==> config.mk <==
export PLATFORM = sky130hd
export DESIGN_NAME = lphm_queue
export DESIGN_NICKNAME = d
export VERILOG_FILES = /design/src/hdl/lphm_pkg.sv /design/src/hdl/lphm_queue.sv
export SDC_FILE = /design/constraint.sdc
export NUM_CORES = 1
export LEC_CHECK = 0
export BUFFER_PORTS_ARGS = -buffer_cell sky130_fd_sc_hd__clkbuf_2
export CORE_ASPECT_RATIO = 1.5
export CORE_MARGIN = 2
export CORE_UTILIZATION = 40
export CTS_CLUSTER_DIAMETER = 200
export DETAILED_ROUTE_END_ITERATION = 8
export GPL_TIMING_DRIVEN = 0
export PLACE_DENSITY = 0.59
export SYNTH_ARGS = -nofsm -noshare
export SYNTH_HDL_FRONTEND = slang
export SYNTH_SLANG_ARGS = --single-unit
export TNS_END_PERCENT = 5
==> constraint.sdc <==
create_clock -name clk -period 17.2 [get_ports clk]
set_input_delay 4.3 -clock clk [delete_from_list [all_inputs] [get_ports clk]]
set_output_delay 4.3 -clock clk [all_outputs]
set_load 0.02 [all_outputs]
==> src/hdl/lphm_pkg.sv <==
package lphm_pkg;

    localparam int CAPACITY_LOG2 = 10;
    localparam int SLOT_COUNT    = 1 << CAPACITY_LOG2;
    localparam int CNT_W         = CAPACITY_LOG2 + 1;
    localparam int OCC_W         = 11;
    localparam int MIN_SIZE_LOG2 = 4;
    localparam int PADDR_W       = 3;

    localparam logic [3:0] SIZE_LOG2_RESET = 4'd10;
    localparam logic [0:0] REG_TABLE_SIZE  = 1'b0;

    // key + 1 + golden ratio increment, folded into one constant
    localparam logic [63:0] HASH_OFFSET = 64'h9e37_79b9_7f4a_7c16;
    localparam logic [63:0] MUL_C1      = 64'hbf58_476d_1ce4_e5b9;
    localparam logic [63:0] MUL_C2      = 64'h94d0_49bb_1331_11eb;
    localparam int SHIFT_1 = 30;
    localparam int SHIFT_2 = 27;
    localparam int SHIFT_3 = 31;

    localparam logic [1:0] CMD_INSERT = 2'd0;
    localparam logic [1:0] CMD_LOOKUP = 2'd1;
    localparam logic [1:0] CMD_CLEAR  = 2'd2;

    localparam logic [1:0] STATUS_OK      = 2'd0;
    localparam logic [1:0] STATUS_FULL    = 2'd1;
    localparam logic [1:0] STATUS_INVALID = 2'd2;

    typedef logic [CAPACITY_LOG2-1:0] slot_idx_t;

    typedef enum logic [1:0] {
        KIND_PROBE,
        KIND_CLEAR,
        KIND_INVALID,
        KIND_NOP
    } kind_t;

    typedef struct packed {
        kind_t       kind;
        logic        insert;
        logic [63:0] key;
        logic [31:0] value;
        slot_idx_t   home;
    } work_t;

    typedef struct packed {
        logic             hit;
        logic [31:0]      found_value;
        logic [1:0]       status;
        logic [OCC_W-1:0] occupancy;
    } result_t;

    function automatic slot_idx_t probe_mask(input logic [3:0] size_log2);
        int        n;
        slot_idx_t m;
        n = int'(size_log2);
        if (n < MIN_SIZE_LOG2) n = MIN_SIZE_LOG2;
        if (n > CAPACITY_LOG2) n = CAPACITY_LOG2;
        for (int i = 0; i < CAPACITY_LOG2; i++)
        begin
            m[i] = (i < n);
        end
        return m;
    endfunction

endpackage

==> src/hdl/lphm_queue.sv <==
module lphm_queue (
    input  logic            clk,
    input  logic            rst_n,
    input  logic            push_valid,
    output logic            push_ready,
    input  lphm_pkg::work_t push_data,
    output logic            pop_valid,
    input  logic            pop_ready,
    output lphm_pkg::work_t pop_data
);

    lphm_pkg::work_t entry_reg [2];
    logic            wr_ptr_reg;
    logic            rd_ptr_reg;
    logic [1:0]      fill_reg;
    logic            do_push;
    logic            do_pop;

    assign push_ready = (fill_reg != 2'd2);
    assign pop_valid  = (fill_reg != 2'd0);
    assign pop_data   = entry_reg[rd_ptr_reg];
    assign do_push    = push_valid && push_ready;
    assign do_pop     = pop_valid && pop_ready;

    always_ff @(posedge clk or negedge rst_n)
    begin
        if (!rst_n)
        begin
            wr_ptr_reg <= 1'b0;
            rd_ptr_reg <= 1'b0;
            fill_reg   <= 2'd0;
        end
        else
        begin
            if (do_push)
            begin
                wr_ptr_reg <= !wr_ptr_reg;
            end
            if (do_pop)
            begin
                rd_ptr_reg <= !rd_ptr_reg;
            end
            if (do_push && !do_pop)
            begin
                fill_reg <= fill_reg + 2'd1;
            end
            else if (do_pop && !do_push)
            begin
                fill_reg <= fill_reg - 2'd1;
            end
        end
    end

    always_ff @(posedge clk)
    begin
        if (do_push)
        begin
            entry_reg[wr_ptr_reg] <= push_data;
        end
    end

endmodule

==> qor.yml <==
sta:
  clock_skew_ps: 10.7
  worst_slew_pin_slew_ps: 726
  min_period_ps: 6090
  fmax_mhz: 164
  max_slew_margin_pct: 51.5
  rsz0062_at_grt: "false"
  finalSetupTns_ps: 0
  fin_crit_sh_pct: 35.4
  hold_viol_final: 0
  finalSetupViolations: 0
  whs_ps: 498
  slew_viol_final: 0
critical_path:
  reg2reg_from: "fill_reg[0]"
  crit_path_max_fanout: 10
  crit_start: "rd_ptr_reg"
  critPathLaunchType: "flip-flop"
  critPathArrivalTime_ps: 1790
  worst-setup-path-type: "reg -> out"
  crit_path_end_kind: "primary output"
  reg2reg_depth: 5
  critPathRequiredTime_ps: 12900
clocking:
  cts_root_buf: "clkbuf_16"
  cts_tree: "yes"
  cts_hold_buf: 0
  post_cts_resized: 0
  clock_sinks: 222
  cts_made_buffers: 21
  clock_latency_ps: 490
  cts.clk_slew.worst_paths_ps: 60
  cts_htree_levels: 1
  post_cts_buffers: 0
  clockBufferDepth: 3
detailed_routing:
  wire_per_inst_um: 17.6
  drc: 0
  ant_nets: 0
  dr.pass1.iters: 4
  route.vias.total: 4078
  viasPerCell: 4.58
  drt-initial-drc-count: 222
  routed_wl_mm: 15.7
pwr:
  powerDensity_mw_per_mm2: 180
  ir_drop_uv: 102
  power.leakage_uw: 0.00436
floorplanning:
  die_y_um: 183
  io_pins: 224
  die_width_um: 123
  core_area_mm2: 0.0211
  row_count: 65
  start_util_pct: 40.6
  dieArea_mm2: 0.0226
finish:
  fillers: 1757
  diodes: 0
  final_layout_size_suffix_gt1_share_pct: 61.1
  layout.nets: 722
  largest_reg_flops: 218
  final_cell_mix: "223 x clkbuf_2, 218 x edfxtp_1, 100 x mux2_4, 21 x clkbuf_16, 12 x buf_12"
  area_growth_pct: 25.9
  utilization_pct: 51.2
  final_common_cell: "clkbuf_2"
  final_cell_count_no_fill: 890
min_path:
  hp-start: "fill_reg[1]"
  min_path_cells: 1
  holdCritPathClass: "reg -> reg"
synthesis:
  synthAdderAreaFrac_pct: 0.146
  syn_nets: 471
  synth_compound_area_share_pct: 0
  yosysUniqueCellTypes: 16
  synth-xor-area-share_pct: 0.512
  muxShareOfSynthArea_pct: 18.7
  ys_warn_count: 0
  syn_area_mm2: 0.00856
  yosysSeqAreaShare_pct: 77.6
  synth_top_family_by_area: "multiplexers"
  synth_seq_cells: 222
  synth.avg_cell_area_um2: 24.0
  synth-simple-area-share_pct: 0.395
  syn_inst: 357
grt:
  antenna_found_initial: 0
  grt_max_degree: 65
  grt-ovfl-total: 0
  grt_pass1_vias: 4470
  grtUsageTotal_pct: 13.6
  grt_pass1_wl_mm: 23.3
placement:
  dp_hpwl_mm: 11.1
  gp_congestion: 0.666
  placed_cells: 853
  io_buffers: 223
outcome:
  outcome: "complete, no violations"
run:
  maxCapViolCount: 0
==> final timing paths <==
path | endpoint | slack [ps]
max in group asynchronous | fill_reg[1] | 13460
worst min register to register | fill_reg[1] | 500
worst max-delay path | pop_data[48] | 11110
min in group asynchronous | fill_reg[0] | 3610
worst min-delay path | fill_reg[1] | 500
worst max register to register | entry_reg[0][103] | 15110
==> worst max-delay path: stages, from the launching register on <==
cell	delay, ps
dfrtp_1	360
buf_6	270
buf_12	190
mux2_4	300
clkbuf_2	180
==> area by class of cell <==
type	instances	area (um^2)	area share, %
inverters	1	3.75	0.0348
flip-flops and latches	222	6650	61.7
repair buffers	228	1240	11.5
multi-input cells	122	1710	15.8
plain buffers	12	216	2.01
clock inverters	14	97.6	0.906
clock buffers	23	533	4.95
well taps	268	335	3.11
==> Yosys cell counts (all sizes together) <==
| cell | instances | area, um^2 |
|---|---|---|
| edfxtp | 218 | 6550 |
| mux2 | 109 | 1600 |
| buf | 12 | 216 |
| dfrtp | 4 | 100 |
| xnor2 | 3 | 26.3 |
| nand2 | 2 | 7.51 |
| nor2 | 2 | 7.51 |
| xor2 | 2 | 17.5 |
| and3 | 1 | 6.26 |
| ha | 1 | 12.5 |
| inv | 1 | 3.75 |
| nand2b | 1 | 6.26 |
| or2 | 1 | 6.26 |
==> cells by family after synthesis <==
logic type,Yosys count
xor gates and xnor gates,5
adders and majority gates,1
buffers and inverters,13
DFF,222
muxes,109
and+or+nand+nor,7
==> per-layer routing <==
metal  track usage (%)  routed length, um
met5                 0                  0
met4              4.09                313
met2              26.2               9000
met1              14.3               5310
met3              3.39               1060
==> through the flow <==
step                      area [um^2]  total power [uW]  setup slack (ps)
after floorplan                  8560              1330              7690
after global placement          10000              1540              5140
after detailed placement        10100              1540             11290
after CTS                       10800              1970             11050
after global routing            10800              2040             11010
final                           10800              1940             11110
==> report_power, final <==
group	leakage (uW)	switching (uW)	internal [uW]	total, uW
sequential	0.00207	30.0	739	769
combinational	0.00199	404	343	747
clock	0.000299	185	239	424
total	0.00436	619	1320	1940
Power figures use the tool's default switching activity.
