<file path="src/hdl/lphm_pkg.sv">
package lphm_pkg;

    localparam int CAPACITY_LOG2 = 10;
    localparam int SLOT_COUNT    = 1 << CAPACITY_LOG2;
    localparam int CNT_W         = CAPACITY_LOG2 + 1;
    localparam int OCC_W         = 11;
    localparam int MIN_SIZE_LOG2 = 4;
    localparam int PADDR_W       = 3;

    localparam logic [3:0] SIZE_LOG2_RESET = 4'd10;
    localparam logic [0:0] REG_TABLE_SIZE  = 1'b0;

    // key + 1 + golden ratio increment, folded into one constant
    localparam logic [63:0] HASH_OFFSET = 64'h9e37_79b9_7f4a_7c16;
    localparam logic [63:0] MUL_C1      = 64'hbf58_476d_1ce4_e5b9;
    localparam logic [63:0] MUL_C2      = 64'h94d0_49bb_1331_11eb;
    localparam int SHIFT_1 = 30;
    localparam int SHIFT_2 = 27;
    localparam int SHIFT_3 = 31;

    localparam logic [1:0] CMD_INSERT = 2'd0;
    localparam logic [1:0] CMD_LOOKUP = 2'd1;
    localparam logic [1:0] CMD_CLEAR  = 2'd2;

    localparam logic [1:0] STATUS_OK      = 2'd0;
    localparam logic [1:0] STATUS_FULL    = 2'd1;
    localparam logic [1:0] STATUS_INVALID = 2'd2;

    typedef logic [CAPACITY_LOG2-1:0] slot_idx_t;

    typedef enum logic [1:0] {
        KIND_PROBE,
        KIND_CLEAR,
        KIND_INVALID,
        KIND_NOP
    } kind_t;

    typedef struct packed {
        kind_t       kind;
        logic        insert;
        logic [63:0] key;
        logic [31:0] value;
        slot_idx_t   home;
    } work_t;

    typedef struct packed {
        logic             hit;
        logic [31:0]      found_value;
        logic [1:0]       status;
        logic [OCC_W-1:0] occupancy;
    } result_t;

    function automatic slot_idx_t probe_mask(input logic [3:0] size_log2);
        int        n;
        slot_idx_t m;
        n = int'(size_log2);
        if (n < MIN_SIZE_LOG2) n = MIN_SIZE_LOG2;
        if (n > CAPACITY_LOG2) n = CAPACITY_LOG2;
        for (int i = 0; i < CAPACITY_LOG2; i++)
        begin
            m[i] = (i < n);
        end
        return m;
    endfunction

endpackage

</file>
<file path="src/hdl/lphm_front.sv">
module lphm_front (
    input  logic                clk,
    input  logic                rst_n,
    input  logic                s_valid,
    output logic                s_ready,
    input  logic [1:0]          cmd,
    input  logic [63:0]         key,
    input  logic [31:0]         value,
    input  lphm_pkg::slot_idx_t mask,
    input  logic                hold,
    output logic                push_valid,
    input  logic                push_ready,
    output lphm_pkg::work_t     push_data
);

    typedef enum logic [2:0] {
        F_IDLE,
        F_MUL1,
        F_SUM1,
        F_MUL2,
        F_SUM2,
        F_PUSH
    } fstate_t;

    fstate_t             state_reg;
    lphm_pkg::kind_t     kind_reg;
    logic                insert_reg;
    logic [63:0]         key_reg;
    logic [31:0]         value_reg;
    logic [63:0]         x_reg;
    logic [63:0]         p0_reg;
    logic [31:0]         p1_reg;
    logic [31:0]         p2_reg;

    lphm_pkg::kind_t     kind_in;
    logic [63:0]         mix;
    logic [63:0]         mul_c;
    logic [63:0]         prod_ll;
    logic [31:0]         prod_lh;
    logic [31:0]         prod_hl;
    logic [31:0]         cross_sum;
    logic [63:0]         x_next;
    logic [63:0]         hash;
    logic                accept;

    assign s_ready = (state_reg == F_IDLE) && !hold;
    assign accept  = s_valid && s_ready;

    always_comb
    begin
        case (cmd)
            lphm_pkg::CMD_INSERT,
            lphm_pkg::CMD_LOOKUP:
                kind_in = (key == 64'hffff_ffff_ffff_ffff) ? lphm_pkg::KIND_INVALID
                                                            : lphm_pkg::KIND_PROBE;
            lphm_pkg::CMD_CLEAR:
                kind_in = lphm_pkg::KIND_CLEAR;
            default:
                kind_in = lphm_pkg::KIND_NOP;
        endcase
    end

    // one shared set of 32x32 partial products serves both finalizer rounds
    assign mix     = (state_reg == F_MUL1) ? (x_reg ^ (x_reg >> lphm_pkg::SHIFT_1))
                                           : (x_reg ^ (x_reg >> lphm_pkg::SHIFT_2));
    assign mul_c   = (state_reg == F_MUL1) ? lphm_pkg::MUL_C1 : lphm_pkg::MUL_C2;
    assign prod_ll = {32'h0, mix[31:0]} * {32'h0, mul_c[31:0]};
    assign prod_lh = mix[31:0] * mul_c[63:32];
    assign prod_hl = mix[63:32] * mul_c[31:0];

    assign cross_sum = p1_reg + p2_reg;
    assign x_next    = p0_reg + {cross_sum, 32'h0};
    assign hash      = x_reg ^ (x_reg >> lphm_pkg::SHIFT_3);

    assign push_valid       = (state_reg == F_PUSH);
    assign push_data.kind   = kind_reg;
    assign push_data.insert = insert_reg;
    assign push_data.key    = key_reg;
    assign push_data.value  = value_reg;
    assign push_data.home   = hash[lphm_pkg::CAPACITY_LOG2-1:0] & mask;

    always_ff @(posedge clk or negedge rst_n)
    begin
        if (!rst_n)
        begin
            state_reg <= F_IDLE;
        end
        else
        begin
            case (state_reg)
                F_IDLE:
                begin
                    if (accept)
                    begin
                        state_reg <= (kind_in == lphm_pkg::KIND_PROBE) ? F_MUL1 : F_PUSH;
                    end
                end
                F_MUL1: state_reg <= F_SUM1;
                F_SUM1: state_reg <= F_MUL2;
                F_MUL2: state_reg <= F_SUM2;
                F_SUM2: state_reg <= F_PUSH;
                F_PUSH:
                begin
                    if (push_ready)
                    begin
                        state_reg <= F_IDLE;
                    end
                end
                default: state_reg <= F_IDLE;
            endcase
        end
    end

    always_ff @(posedge clk)
    begin
        if (accept)
        begin
            kind_reg   <= kind_in;
            insert_reg <= (cmd == lphm_pkg::CMD_INSERT);
            key_reg    <= key;
            value_reg  <= value;
            x_reg      <= key + lphm_pkg::HASH_OFFSET;
        end
        else if (state_reg == F_SUM1 || state_reg == F_SUM2)
        begin
            x_reg <= x_next;
        end
        if (state_reg == F_MUL1 || state_reg == F_MUL2)
        begin
            p0_reg <= prod_ll;
            p1_reg <= prod_lh;
            p2_reg <= prod_hl;
        end
    end

endmodule

</file>
<file path="config.mk">
export PLATFORM = sky130hd
export DESIGN_NAME = lphm_front
export DESIGN_NICKNAME = d
export VERILOG_FILES = /design/src/hdl/lphm_pkg.sv /design/src/hdl/lphm_front.sv
export SDC_FILE = /design/constraint.sdc
export NUM_CORES = 2
export LEC_CHECK = 0
export BUFFER_PORTS_ARGS = -buffer_cell sky130_fd_sc_hd__buf_4
export CAP_MARGIN = 20
export CORE_UTILIZATION = 25
export CTS_BUF_LIST = sky130_fd_sc_hd__clkbuf_8
export CTS_CLUSTER_DIAMETER = 40
export CTS_CLUSTER_SIZE = 12
export DETAILED_ROUTE_END_ITERATION = 6
export PLACE_DENSITY = 0.36
export SLEW_MARGIN = 10
export SYNTH_ARGS = -nofsm -noshare
export SYNTH_HDL_FRONTEND = slang
export SYNTH_SLANG_ARGS = --single-unit
</file>
<file path="constraint.sdc">
create_clock -name clk -period 28.8 [get_ports clk]
set_input_delay 2.88 -clock clk [delete_from_list [all_inputs] [get_ports clk]]
set_output_delay 2.88 -clock clk [all_outputs]
set_load 0.01 [all_outputs]
</file>
==> impl_metrics.py <==
metrics = {
    "run_status": {
        "outcome": "finished, final reports clean",
    },
    "yosys": {
        "synth_cell_types": 84,
        "async_flop_share_pct": 1.027,
        "synthCells": 5906,
        "synth-edff-count": 289,
        "synth_commonest_cells": "inv_1 (1679), fa_1 (1172), ha_1 (833), nand2_1 (317), edfxtp_1 (289)",
        "synth.most_common_cell": "inv_1",
        "yosys-top-cells-area": "fa_1 (39%), ha_1 (17%), edfxtp_1 (14%)",
        "syn_area_per_cell_um2": 10.27,
        "yosysSeqAreaShare_pct": 14.43,
        "ys_warn_count": 0,
        "netlist.area_leader.share_pct": 38.69,
        "synth_flop_cell": "edfxtp_1",
        "synth_area_um2": 60640,
        "ys_ff_latch": 292,
        "synth.largest_area_cell": "fa_1",
    },
    "final_layout": {
        "area_growth_pct": 12.71,
        "final_nets": 8316,
        "drive_above_1_share_pct": 7.867,
        "utilization_pct": 28.39,
    },
    "sta": {
        "fin_skew_ns": 0.06486,
        "setup_slack_ns": 17.08,
        "setup-violations-final": 0,
        "tightest_slew_ns": 1.189,
        "hold_viol": 0,
        "hold_slack_ns": 0.5096,
        "final.min_clock_period_ns": 11.72,
        "finalCritPeriodShare_pct": 40.68,
        "drv_slew": 0,
        "max_freq_ghz": 0.08535,
        "rsz0062_at_grt": "false",
        "slew-limit-headroom_pct": 20.19,
        "fin_tns_setup_ns": 0,
    },
    "clock_tree": {
        "htreeDepth": 3,
        "clockRootBuffer": "clkbuf_8",
        "cts_resized": 0,
        "postCtsHoldBufs": 0,
        "clock_sinks": 292,
        "path_clk_slew_ns": 0.07,
        "cts_tree": "built",
        "clock_latency_ns": 0.76,
        "cts_inserted_buffers": 70,
        "clock_path_buffers": 3,
        "postCtsSetupBuffers": 0,
    },
    "placement": {
        "pre_cts_ws_ns": 17.07,
        "io_buffers": 223,
        "dp_hpwl_um": 218900,
        "gp_congestion": 0.9073,
    },
    "floorplan": {
        "core_um2": 240800,
        "ios": 224,
        "die_w_um": 494.5,
        "row_count": 180,
        "fp.dieH_um": 494.5,
        "dieArea_um2": 244600,
        "initial_core_util_pct": 25.19,
    },
    "routing": {
        "drc": 0,
        "avgRoutedWirePerCell_um": 26.82,
        "via_per_inst": 4.441,
        "vias": 41942,
        "drt_wl_total_um": 253300,
        "top_layer_used": "met5",
        "drt_iter0_markers": 2602,
        "firstDrtPassIters": 5,
        "ant_nets": 0,
        "dr_wl_met3_um": 8896,
        "wl_met2_um": 120800,
        "wl_met1_um": 117200,
    },
    "worst_setup_path": {
        "reg2reg_depth": 30,
        "crit_path_top_delay_cell": "o21ai_0",
        "critPathKind": "reg -> reg",
        "critPathLaunchType": "flip-flop",
        "worst-path-stages": 30,
        "cp.buffers_inverters": 6,
        "regToRegSetupSlack_ns": 17.08,
        "critPathMaxFanout": 41,
        "cp_top_family": "adder cells",
        "endpoint_kind": "flip-flop",
        "path_common_cell": "fa_1",
        "worstPathRequired_ns": 29.31,
        "cp_slowest_stage_delay_ns": 0.83,
        "crit_arrival_ns": 12.22,
    },
    "global_routing": {
        "grt_pass1_vias": 45690,
        "antenna_found_initial": 9,
        "grt_pass1_wl_um": 354400,
        "overflow": 0,
        "track_usage_pct": 20.88,
        "grt_max_degree": 128,
    },
    "hold_path": {
        "hp-class": "reg -> reg",
        "whs_path_depth": 2,
    },
    "flow_run": {
        "maxCapViolCount": 0,
    },
}
area by class of cell:
| cell class | count | area (um2) |
|---|---|---|
| fill | 25559 | 172400 |
| multi-input combinational | 3833 | 45320 |
| sequential | 292 | 8753 |
| inverter | 1682 | 6319 |
| tap | 3185 | 3985 |
| timing repair buffer | 319 | 2440 |
| clock buffer | 71 | 977.2 |
| clock inverter | 57 | 544.3 |
| antenna | 5 | 12.51 |
final timing paths:
check	from	to
max in group asynchronous	rst_n	state_reg[1]
worst max-delay path	state_reg[0]	p0_reg[60]
worst min-delay path	p0_reg[27]	x_reg[27]
worst min register to register	p0_reg[27]	x_reg[27]
min in group asynchronous	rst_n	state_reg[2]
worst max register to register	state_reg[0]	p0_reg[60]
layout by cell type, fill, tap and decap left out, types with 130 or more instances in the layout:
master,count
nand2_1,316
buf_4,316
a21oi_1,174
o21ai_0,130
xor2_1,144
ha_1,833
fa_1,1172
inv_1,1687
nor2_1,191
edfxtp_1,289
xnor2_1,251
cells by family (layout without fill, tap and decap cells):
group                    after synthesis  after routing  synth area share (%)
adder cells (fa/ha/maj)             2005           2005                 55.87
buffers and inverters               1824           2129                 11.33
AND/OR/NAND/NOR                      744            744                 5.556
AO/OA/AOI/OAI                        618            618                 6.652
XOR/XNOR                             412            412                 5.987
flip-flops                           292            292                 14.43
multiplexers                           9              9                0.1506
other                                  2             50               0.01238
stage by stage:
| step | cells | area [um2] |
|---|---|---|
| finish | 9444 | 68350 |
| floorplan | 5949 | 60810 |
| CTS | 9438 | 68310 |
| global placement | 9310 | 66770 |
| global route | 9442 | 68340 |
| detailed placement | 9310 | 66790 |
metal layers:
| metal | global-route usage (%) | vias up |
|---|---|---|
| met5 | 0 | - |
| met4 | 4.984 | 4 |
| met3 | 2.136 | 204 |
| met2 | 34.86 | 892 |
| met1 | 28.82 | 22105 |
| li1 | - | 18737 |
worst reg2reg max path: cells and delay by family, from the launching register on:
family | cells | cell delay [ns]
adder cells (fa/ha/maj) | 9 | 4.62
AO/OA/AOI/OAI | 3 | 1.34
buffers and inverters | 6 | 1.28
XOR/XNOR | 2 | 0.35
AND/OR/NAND/NOR | 10 | 3.34
flip-flops | 1 | 0.55
Power is left out: the tool's default activity adds up to more than one toggle a clock period on the data nets, which glitch-free logic cannot reach.
